**src/hw/rtl/mrf_pkg.sv**
```systemverilog
// Shared types and constants for the modem response framer.
package mrf_pkg;

	localparam int MAX_LENGTH_DIGITS_DEF = 4;
	localparam int RESPONSE_DEPTH_DEF = 256;

	localparam int LEN_W = 14;
	localparam int RCOUNT_W = 8;
	localparam int TICK_W = 16;
	localparam int KIND_W = 3;
	localparam int OPCODE_W = 2;
	localparam int CFG_INDEX_W = 2;
	localparam int CFG_DATA_W = 16;
	localparam int S_TDATA_W = 8;
	localparam int M_TDATA_W = 48;

	localparam logic [OPCODE_W-1:0] OP_START = 2'd0;
	localparam logic [OPCODE_W-1:0] OP_BYTE = 2'd1;
	localparam logic [OPCODE_W-1:0] OP_TICK = 2'd2;

	localparam logic [KIND_W-1:0] KIND_RESPONSE = 3'd0;
	localparam logic [KIND_W-1:0] KIND_PAYLOAD = 3'd1;
	localparam logic [KIND_W-1:0] KIND_DONE_OK = 3'd2;
	localparam logic [KIND_W-1:0] KIND_FORMAT_ERROR = 3'd3;
	localparam logic [KIND_W-1:0] KIND_TIMEOUT = 3'd4;

	localparam logic [CFG_INDEX_W-1:0] REG_DATA_MODE = 2'd0;
	localparam logic [CFG_INDEX_W-1:0] REG_OK_CHAR = 2'd1;
	localparam logic [CFG_INDEX_W-1:0] REG_TERMINATOR_CHAR = 2'd2;
	localparam logic [CFG_INDEX_W-1:0] REG_TIMEOUT_TICKS = 2'd3;

	localparam logic [7:0] OK_CHAR_RST = 8'd79;
	localparam logic [7:0] TERMINATOR_CHAR_RST = 8'd10;
	localparam logic [TICK_W-1:0] TIMEOUT_TICKS_RST = 16'd20000;

	localparam logic [7:0] COMMA_CHAR = 8'h2C;
	localparam logic [7:0] DIGIT_ZERO = 8'h30;
	localparam logic [7:0] DIGIT_NINE = 8'h39;
	localparam logic [LEN_W-1:0] LEN_MAX = 14'd16383;
	localparam logic [TICK_W-1:0] TICK_MAX = 16'hFFFF;

	typedef struct packed {
		logic data_mode;
		logic [7:0] ok_char;
		logic [7:0] terminator_char;
		logic [TICK_W-1:0] timeout_ticks;
	} mrf_cfg_t;

	typedef struct packed {
		logic valid;
		logic [KIND_W-1:0] kind;
		logic [7:0] data_byte;
		logic [LEN_W-1:0] position;
		logic [RCOUNT_W-1:0] response_length;
		logic [LEN_W-1:0] payload_length;
	} mrf_result_t;

endpackage

```
**src/hw/rtl/mrf_cfg_regs.sv**
```systemverilog
// Configuration register file of the modem response framer.
module mrf_cfg_regs (
	input  logic clk,
	input  logic arst_n,
	input  logic cfg_we,
	input  logic [mrf_pkg::CFG_INDEX_W-1:0] cfg_index,
	input  logic [mrf_pkg::CFG_DATA_W-1:0] cfg_wdata,
	output mrf_pkg::mrf_cfg_t cfg
);

	mrf_pkg::mrf_cfg_t cfg_q;

	always_ff @(posedge clk or negedge arst_n) begin
		if (!arst_n) begin
			cfg_q.data_mode <= 1'b0;
			cfg_q.ok_char <= mrf_pkg::OK_CHAR_RST;
			cfg_q.terminator_char <= mrf_pkg::TERMINATOR_CHAR_RST;
			cfg_q.timeout_ticks <= mrf_pkg::TIMEOUT_TICKS_RST;
		end else if (cfg_we) begin
			case (cfg_index)
				mrf_pkg::REG_DATA_MODE: cfg_q.data_mode <= cfg_wdata[0];
				mrf_pkg::REG_OK_CHAR: cfg_q.ok_char <= cfg_wdata[7:0];
				mrf_pkg::REG_TERMINATOR_CHAR: cfg_q.terminator_char <= cfg_wdata[7:0];
				mrf_pkg::REG_TIMEOUT_TICKS: cfg_q.timeout_ticks <= cfg_wdata;
				default: ;
			endcase
		end
	end

	assign cfg = cfg_q;

endmodule

```
**src/hw/rtl/mrf_parser.sv**
```systemverilog
// Reply parse state and the combinational update that produces at most one result.
module mrf_parser #(
	parameter int MAX_LENGTH_DIGITS = mrf_pkg::MAX_LENGTH_DIGITS_DEF,
	parameter int RESPONSE_DEPTH = mrf_pkg::RESPONSE_DEPTH_DEF
) (
	input  logic clk,
	input  logic arst_n,
	input  logic enable,
	input  logic [mrf_pkg::OPCODE_W-1:0] opcode,
	input  logic [7:0] rx_byte,
	input  mrf_pkg::mrf_cfg_t cfg,
	output mrf_pkg::mrf_result_t result
);

	localparam int DC_W = $clog2(MAX_LENGTH_DIGITS + 1);
	localparam logic [DC_W-1:0] DIGITS_MAX = DC_W'(MAX_LENGTH_DIGITS);
	localparam logic [mrf_pkg::RCOUNT_W-1:0] RESP_LIMIT = mrf_pkg::RCOUNT_W'(RESPONSE_DEPTH - 1);

	logic active_q, active_d;
	logic ok_seen_q, ok_seen_d;
	logic [1:0] comma_count_q, comma_count_d;
	logic comma_pair_seen_q, comma_pair_seen_d;
	logic [mrf_pkg::RCOUNT_W-1:0] second_comma_index_q, second_comma_index_d;
	logic length_taken_q, length_taken_d;
	logic [mrf_pkg::LEN_W-1:0] length_acc_q, length_acc_d;
	logic [DC_W-1:0] digit_count_q, digit_count_d;
	logic digits_stopped_q, digits_stopped_d;
	logic [mrf_pkg::LEN_W-1:0] expected_payload_q, expected_payload_d;
	logic [mrf_pkg::LEN_W-1:0] payload_count_q, payload_count_d;
	logic [mrf_pkg::RCOUNT_W-1:0] response_count_q, response_count_d;
	logic [mrf_pkg::TICK_W-1:0] idle_ticks_q, idle_ticks_d;

	logic parse_on;
	logic is_comma;
	logic is_digit;
	logic is_term;
	logic [mrf_pkg::LEN_W+3:0] acc_times_ten;
	logic [mrf_pkg::LEN_W+3:0] acc_sum;

	assign is_comma = (rx_byte == mrf_pkg::COMMA_CHAR);
	assign is_digit = (rx_byte >= mrf_pkg::DIGIT_ZERO) && (rx_byte <= mrf_pkg::DIGIT_NINE);
	assign is_term = (rx_byte == cfg.terminator_char);
	assign acc_times_ten = {1'b0, length_acc_q, 3'b000} + {3'b000, length_acc_q, 1'b0};
	assign acc_sum = acc_times_ten + {{(mrf_pkg::LEN_W){1'b0}}, rx_byte[3:0]};

	always_comb begin
		active_d = active_q;
		ok_seen_d = ok_seen_q;
		comma_count_d = comma_count_q;
		comma_pair_seen_d = comma_pair_seen_q;
		second_comma_index_d = second_comma_index_q;
		length_taken_d = length_taken_q;
		length_acc_d = length_acc_q;
		digit_count_d = digit_count_q;
		digits_stopped_d = digits_stopped_q;
		expected_payload_d = expected_payload_q;
		payload_count_d = payload_count_q;
		response_count_d = response_count_q;
		idle_ticks_d = idle_ticks_q;
		result = '0;
		parse_on = 1'b0;

		if (opcode == mrf_pkg::OP_START) begin
			active_d = 1'b1;
			ok_seen_d = 1'b0;
			comma_count_d = 2'd0;
			comma_pair_seen_d = 1'b0;
			second_comma_index_d = '0;
			length_taken_d = 1'b0;
			length_acc_d = '0;
			digit_count_d = '0;
			digits_stopped_d = 1'b0;
			expected_payload_d = '0;
			payload_count_d = '0;
			response_count_d = '0;
			idle_ticks_d = '0;
		end else if (active_q && opcode == mrf_pkg::OP_BYTE) begin
			idle_ticks_d = '0;
			if (cfg.data_mode && response_count_q == '0 && rx_byte == cfg.ok_char) begin
				ok_seen_d = 1'b1;
			end
			parse_on = cfg.data_mode && ok_seen_d;

			if (parse_on && is_comma && !comma_pair_seen_q) begin
				if (comma_count_q == 2'd1) begin
					second_comma_index_d = response_count_q;
					comma_pair_seen_d = 1'b1;
				end
				comma_count_d = comma_count_q + 2'd1;
			end

			if (parse_on && !is_comma && comma_count_q == 2'd1 && !digits_stopped_q) begin
				if (is_digit && digit_count_q < DIGITS_MAX) begin
					if (acc_sum > {4'b0000, mrf_pkg::LEN_MAX}) begin
						length_acc_d = mrf_pkg::LEN_MAX;
					end else begin
						length_acc_d = acc_sum[mrf_pkg::LEN_W-1:0];
					end
					digit_count_d = digit_count_q + DC_W'(1);
					if (digit_count_d >= DIGITS_MAX) begin
						digits_stopped_d = 1'b1;
					end
				end else begin
					digits_stopped_d = 1'b1;
				end
			end

			if (parse_on && comma_pair_seen_d && !length_taken_q) begin
				expected_payload_d = length_acc_d;
				length_taken_d = 1'b1;
			end

			if (parse_on && length_taken_d && response_count_q > second_comma_index_d) begin
				if (payload_count_q < expected_payload_d) begin
					result.valid = 1'b1;
					result.kind = mrf_pkg::KIND_PAYLOAD;
					result.data_byte = rx_byte;
					result.position = payload_count_q;
					payload_count_d = payload_count_q + 14'd1;
				end else begin
					active_d = 1'b0;
					result.valid = 1'b1;
					if (is_term) begin
						result.kind = mrf_pkg::KIND_DONE_OK;
						result.response_length = response_count_q;
						result.payload_length = expected_payload_d;
					end else begin
						result.kind = mrf_pkg::KIND_FORMAT_ERROR;
					end
				end
			end else if (is_term) begin
				active_d = 1'b0;
				result.valid = 1'b1;
				result.kind = mrf_pkg::KIND_DONE_OK;
				result.response_length = response_count_q;
				result.payload_length = expected_payload_d;
			end else if (response_count_q < RESP_LIMIT) begin
				result.valid = 1'b1;
				result.kind = mrf_pkg::KIND_RESPONSE;
				result.data_byte = rx_byte;
				result.position = {6'b000000, response_count_q};
				response_count_d = response_count_q + 8'd1;
			end
		end else if (active_q && opcode == mrf_pkg::OP_TICK) begin
			if (idle_ticks_q < mrf_pkg::TICK_MAX) begin
				idle_ticks_d = idle_ticks_q + 16'd1;
			end
			if (idle_ticks_d > cfg.timeout_ticks) begin
				active_d = 1'b0;
				result.valid = 1'b1;
				result.kind = mrf_pkg::KIND_TIMEOUT;
			end
		end
	end

	always_ff @(posedge clk or negedge arst_n) begin
		if (!arst_n) begin
			active_q <= 1'b0;
			ok_seen_q <= 1'b0;
			comma_count_q <= 2'd0;
			comma_pair_seen_q <= 1'b0;
			second_comma_index_q <= '0;
			length_taken_q <= 1'b0;
			length_acc_q <= '0;
			digit_count_q <= '0;
			digits_stopped_q <= 1'b0;
			expected_payload_q <= '0;
			payload_count_q <= '0;
			response_count_q <= '0;
			idle_ticks_q <= '0;
		end else if (enable) begin
			active_q <= active_d;
			ok_seen_q <= ok_seen_d;
			comma_count_q <= comma_count_d;
			comma_pair_seen_q <= comma_pair_seen_d;
			second_comma_index_q <= second_comma_index_d;
			length_taken_q <= length_taken_d;
			length_acc_q <= length_acc_d;
			digit_count_q <= digit_count_d;
			digits_stopped_q <= digits_stopped_d;
			expected_payload_q <= expected_payload_d;
			payload_count_q <= payload_count_d;
			response_count_q <= response_count_d;
			idle_ticks_q <= idle_ticks_d;
		end
	end

endmodule

```
**src/hw/rtl/modem_response_framer_top.sv**
```systemverilog
// Modem response framer: input register, reply parser and result register.
// An accepted transaction is held in the input register; its result is registered in the result register.
// Throughput: one input transaction per cycle while the result register is not stalled.
// A stalled result register holds the input stage; the input register takes a
// new transaction whenever the stage ahead of it advances or is empty.
// Reset clears all parse state and loads the register defaults; no result is valid.
module modem_response_framer_top #(
	parameter int MAX_LENGTH_DIGITS = mrf_pkg::MAX_LENGTH_DIGITS_DEF,
	parameter int RESPONSE_DEPTH = mrf_pkg::RESPONSE_DEPTH_DEF
) (
	input  logic clk,
	input  logic arst_n,
	input  logic cfg_we,
	input  logic [mrf_pkg::CFG_INDEX_W-1:0] cfg_index,
	input  logic [mrf_pkg::CFG_DATA_W-1:0] cfg_wdata,
	input  logic s_axis_tvalid,
	output logic s_axis_tready,
	input  logic [mrf_pkg::S_TDATA_W-1:0] s_axis_tdata,   // [7:0] rx_byte
	input  logic [mrf_pkg::OPCODE_W-1:0] s_axis_tuser,    // [1:0] opcode
	output logic m_axis_tvalid,
	input  logic m_axis_tready,
	// [7:0] data_byte, [21:8] position, [29:22] response_length,
	// [43:30] payload_length, [47:44] zero
	output logic [mrf_pkg::M_TDATA_W-1:0] m_axis_tdata,
	output logic [mrf_pkg::KIND_W-1:0] m_axis_tuser       // [2:0] kind
);

	mrf_pkg::mrf_cfg_t cfg;
	mrf_pkg::mrf_result_t result;
	mrf_pkg::mrf_result_t result_q;

	logic valid_s1;
	logic [mrf_pkg::OPCODE_W-1:0] opcode_s1;
	logic [7:0] rx_byte_s1;
	logic out_valid_q;
	logic advance;

	assign advance = !out_valid_q || m_axis_tready;
	assign s_axis_tready = !valid_s1 || advance;

	mrf_cfg_regs u_cfg_regs (
		.clk(clk),
		.arst_n(arst_n),
		.cfg_we(cfg_we),
		.cfg_index(cfg_index),
		.cfg_wdata(cfg_wdata),
		.cfg(cfg)
	);

	mrf_parser #(
		.MAX_LENGTH_DIGITS(MAX_LENGTH_DIGITS),
		.RESPONSE_DEPTH(RESPONSE_DEPTH)
	) u_parser (
		.clk(clk),
		.arst_n(arst_n),
		.enable(valid_s1 && advance),
		.opcode(opcode_s1),
		.rx_byte(rx_byte_s1),
		.cfg(cfg),
		.result(result)
	);

	always_ff @(posedge clk or negedge arst_n) begin
		if (!arst_n) begin
			valid_s1 <= 1'b0;
		end else if (s_axis_tready) begin
			valid_s1 <= s_axis_tvalid;
		end
	end

	always_ff @(posedge clk) begin
		if (s_axis_tvalid && s_axis_tready) begin
			opcode_s1 <= s_axis_tuser;
			rx_byte_s1 <= s_axis_tdata;
		end
	end

	always_ff @(posedge clk or negedge arst_n) begin
		if (!arst_n) begin
			out_valid_q <= 1'b0;
		end else if (advance) begin
			out_valid_q <= valid_s1 && result.valid;
		end
	end

	always_ff @(posedge clk) begin
		if (advance && valid_s1 && result.valid) begin
			result_q <= result;
		end
	end

	assign m_axis_tvalid = out_valid_q;
	assign m_axis_tuser = result_q.kind;
	assign m_axis_tdata = {4'b0000, result_q.payload_length, result_q.response_length,
		result_q.position, result_q.data_byte};

endmodule

```
**config.mk**
```make
export PLATFORM = sky130hd
export DESIGN_NAME = modem_response_framer_top
export DESIGN_NICKNAME = d
export VERILOG_FILES = /design/src/hw/rtl/mrf_pkg.sv /design/src/hw/rtl/mrf_cfg_regs.sv /design/src/hw/rtl/mrf_parser.sv /design/src/hw/rtl/modem_response_framer_top.sv
export SDC_FILE = /design/constraint.sdc
export NUM_CORES = 1
export LEC_CHECK = 0
export ABC_AREA = 0
export BUFFER_PORTS_ARGS = -buffer_cell sky130_fd_sc_hd__clkbuf_2
export CAP_MARGIN = 20
export CORE_MARGIN = 2
export CORE_UTILIZATION = 30
export CTS_CLUSTER_SIZE = 20
export DETAILED_ROUTE_END_ITERATION = 16
export PLACE_DENSITY = 0.59
export SLEW_MARGIN = 40
export SYNTH_ARGS = -nofsm -noshare
export SYNTH_HDL_FRONTEND = slang
export SYNTH_SLANG_ARGS = --single-unit
```
**constraint.sdc**
```tcl
create_clock -name clk -period 6.61 [get_ports clk]
set_input_delay 0.9915 -clock clk [delete_from_list [all_inputs] [get_ports clk]]
set_output_delay 0.9915 -clock clk [all_outputs]
set_load 0.01 [all_outputs]
```
==> impl_metrics.json <==
{
  "worstSkewPairLatency_ns": 0.45,
  "timing.final.crit_share": 0.9201,
  "fraction_of_synthesized_cell_area_taken_by_the_top_area_cell_type": 0.2656,
  "setup-tns-final_ns": 0,
  "tritoncts_num_sinks": 176,
  "setup_bufs_post_cts": 0,
  "worst_setup_path_start_kind": "flip-flop",
  "yosysWarnings": 0,
  "synth_seq_cells": 176,
  "maxCapViolations": 0,
  "worst_hold_path.num_cells": 2,
  "num_rows": 67,
  "critical_path_peak_fanout": 27,
  "wl_per_cell_um": 16.84,
  "netlist-cell-type-count": 67,
  "syn-instance-count": 987,
  "detailroute.wirelength.met2_um": 11990,
  "power-per-cell-area_nw_per_um2": 238.8,
  "vias": 7802,
  "final_layout_size_suffix_gt1_frac": 0.1749,
  "synth.most_common_cell": "sky130_fd_sc_hd__dfrtp_1",
  "clock_period_minus_final_worst_setup_slack_ns": 6.082,
  "io_buffer_count": 81,
  "layout.nets": 1167,
  "gpl.final_weighted_congestion": 0.8478,
  "number_of_buffers_added_by_the_clock_tree_synthesis_step": 17,
  "fmaxAchievable_mhz": 164.4,
  "dp_cells": 1491,
  "synthTopCellsByArea": "sky130_fd_sc_hd__dfrtp_1, sky130_fd_sc_hd__edfxtp_1, sky130_fd_sc_hd__ha_1",
  "cts_tree": "built",
  "wirelength_um": 25660,
  "asyncSetResetFlopFracSynth": 0.6761,
  "synth_area_leader_cell": "sky130_fd_sc_hd__dfrtp_1",
  "number_of_global_route_vias_before_repair": 7455,
  "dr_wl_met3_um": 1160,
  "cp.required_ns": 6.98,
  "synth-edff-count": 57,
  "synth_flop_cell": "sky130_fd_sc_hd__dfrtp_1",
  "setup_slack_ns": 0.5283,
  "boundaryPins": 86,
  "grtUsageTotal": 0.1492,
  "total_power_w": 0.002790,
  "hold_class": "flip-flop to flip-flop",
  "outcome": "finished clean",
  "fp.dieArea_um2": 35080,
  "dr.max_layer_used": "met4",
  "drt_pass1_iterations": 6,
  "post_cts_hold_buffer_count": 0,
  "dieWidth_um": 187.3,
  "layout-area-overhead-vs-synth_pct": 15.91,
  "synthesis.area_um2": 10080,
  "max-vdd-ir-drop_mv": 0.1706,
  "dpl.hpwl_um": 18690,
  "layoutNonFillerInstCount": 1524,
  "max_slew.worst_pin.slew_ns": 0.8517,
  "preCtsSetupSlack_ns": 0.5463,
  "slew_violations": 0,
  "start_util": 0.3029,
  "pleak_nw": 5.007,
  "met1_length_um": 12260,
  "path_class": "flip-flop to flip-flop",
  "worstSetupEndpointType": "flip-flop",
  "dieHeight_um": 187.3,
  "synth-seq-area-share": 0.4667,
  "clock_tree_root_driver_cell": "sky130_fd_sc_hd__clkbuf_16",
  "finalClockSkew_ns": 0.01813,
  "average_size_of_a_mapped_cell_um2": 10.21,
  "initial_antenna_violation_count": 1,
  "worstRegToRegCells": 21,
  "grt_max_degree": 62,
  "cts.reportedPaths.clkPinSlew_ns": 0.07,
  "final_number_of_hold_violating_endpoints": 0,
  "detail_route.vias_per_cell": 5.119,
  "drt_first_iter_violations": 682,
  "detailed_route_drc_error_count": 0,
  "worst_ep_arrival_time_ns": 6.45,
  "first_pass_grt_wire_length_um": 41430,
  "drt_antenna_net_count": 0,
  "cts-root-to-sink-buffers": 2,
  "placeableCoreArea_um2": 33280,
  "post-route-util": 0.3511,
  "grt_setup_unrepaired": "false",
  "timing.slew.headroom": 0.4301,
  "cts_max_level": 4,
  "finalSetupViolations": 0,
  "grt_overflow": 0,
  "netlist_top_cells_count": "sky130_fd_sc_hd__dfrtp_1, sky130_fd_sc_hd__nor2_1, sky130_fd_sc_hd__nand2_1",
  "post_cts_resize_count": 0
}
cell usage in the layout, fill, tap and decap left out, drive strengths merged, types with 7 or more instances in the layout:
cell,n
o21ai,69
nand2,88
nor2,102
buf,14
a21o,11
xor2,15
nor4,7
nor3,17
o31ai,12
dfstp,12
o21a,9
o211a,8
o31a,12
nand4,20
a21oi,33
mux2,35
a31oi,8
dfrtp,107
and3,14
nand2b,11
inv,43
and2,7
or4,8
nor2b,7
mux2i,10
o211ai,8
xnor2,27
ha,70
o2bb2ai,20
nand3,35
edfxtp,57
a32o,8
clkbuf,99
registers in the layout (all words and copies together) (netlist names), 2 cells and up:
register,count
u_parser.payload_count_q,14
rx_byte_s1,8
u_parser.comma_count_q,2
opcode_s1,2
u_parser.response_count_q,8
u_parser.idle_ticks_q,16
u_parser.expected_payload_q,14
u_parser.length_acc_q,14
m_axis_tuser,3
u_cfg_regs.cfg,33
m_axis_tdata,44
u_parser.second_comma_index_q,8
u_parser.digit_count_q,3
path summary, 6_finish.rpt:
check	from	end	slack, ns
worst max-delay path	u_parser.length_acc_q[0]	u_parser.payload_count_q[8]	0.53
worst min-delay path	u_parser.second_comma_index_q[4]	u_parser.second_comma_index_q[4]	0.48
worst max register to register	u_parser.length_acc_q[0]	u_parser.payload_count_q[8]	0.53
worst min register to register	u_parser.second_comma_index_q[4]	u_parser.second_comma_index_q[4]	0.48
max in group asynchronous	arst_n	u_parser.payload_count_q[7]	5.06
min in group asynchronous	arst_n	u_cfg_regs.cfg[13]	0.50
final cells by class:
type	instances	area [µm²]
multi-input cells	732	5087
clock buffers	19	432.9
repair buffers	94	533.0
fillers	3360	21600
diodes	1	2.502
clock inverters	13	209.0
well taps	448	560.5
inverters	41	153.9
flip-flops and latches	176	4705
worst max-delay path, stage by stage, from the launching register on:
cell,delay [ns]
sky130_fd_sc_hd__dfrtp_1,0.39
sky130_fd_sc_hd__inv_1,0.07
sky130_fd_sc_hd__fa_1,0.56
sky130_fd_sc_hd__inv_1,0.06
sky130_fd_sc_hd__ha_1,0.29
sky130_fd_sc_hd__a21oi_1,0.20
sky130_fd_sc_hd__nor2_1,0.10
sky130_fd_sc_hd__o2111ai_1,0.20
sky130_fd_sc_hd__or3b_2,0.48
sky130_fd_sc_hd__xnor2_1,0.19
sky130_fd_sc_hd__nand4_1,0.37
sky130_fd_sc_hd__nor2_1,0.37
sky130_fd_sc_hd__o31a_1,0.22
sky130_fd_sc_hd__ha_1,0.26
sky130_fd_sc_hd__a21o_1,0.17
sky130_fd_sc_hd__a21o_1,0.17
sky130_fd_sc_hd__a21oi_1,0.15
sky130_fd_sc_hd__o21ai_0,0.19
sky130_fd_sc_hd__nor3_2,0.39
sky130_fd_sc_hd__a41oi_4,0.44
sky130_fd_sc_hd__or4_1,0.59
sky130_fd_sc_hd__a21oi_1,0.15
logic make-up after synthesis:
logic type / count (synthesis) / synth area share
other: 1 / 0.0003720
AND/OR/NAND/NOR: 349 / 0.1707
AO/OA/AOI/OAI: 220 / 0.1524
XOR/XNOR: 42 / 0.03650
multiplexers: 45 / 0.04903
flip-flops: 176 / 0.4667
adder cells (fa/ha/maj): 72 / 0.09086
buffers and inverters: 82 / 0.03339
where the power goes:
part           switching [W]  internal [W]
clock               0.000446      0.000672
combinational       0.000218      0.000161
sequential         0.0000763       0.00122
total               0.000740       0.00205
per-layer routing:
layer / vias to the layer above / GRT usage
li1: 3752 / -
met3: 16 / 0.03358
met4: 0 / 0.03663
met1: 3847 / 0.2056
met5: - / 0
met2: 187 / 0.2375
per-stage QoR:
stage	instance area, µm²	hold slack [ns]
2_1_floorplan	10090	0.4492
3_3_place_gp	11000	0.4631
3_5_place_dp	11020	0.4697
4_1_cts	11660	0.4858
5_1_grt	11680	0.5018
6_report	11680	0.4828
Power figures use the tool's default switching activity.
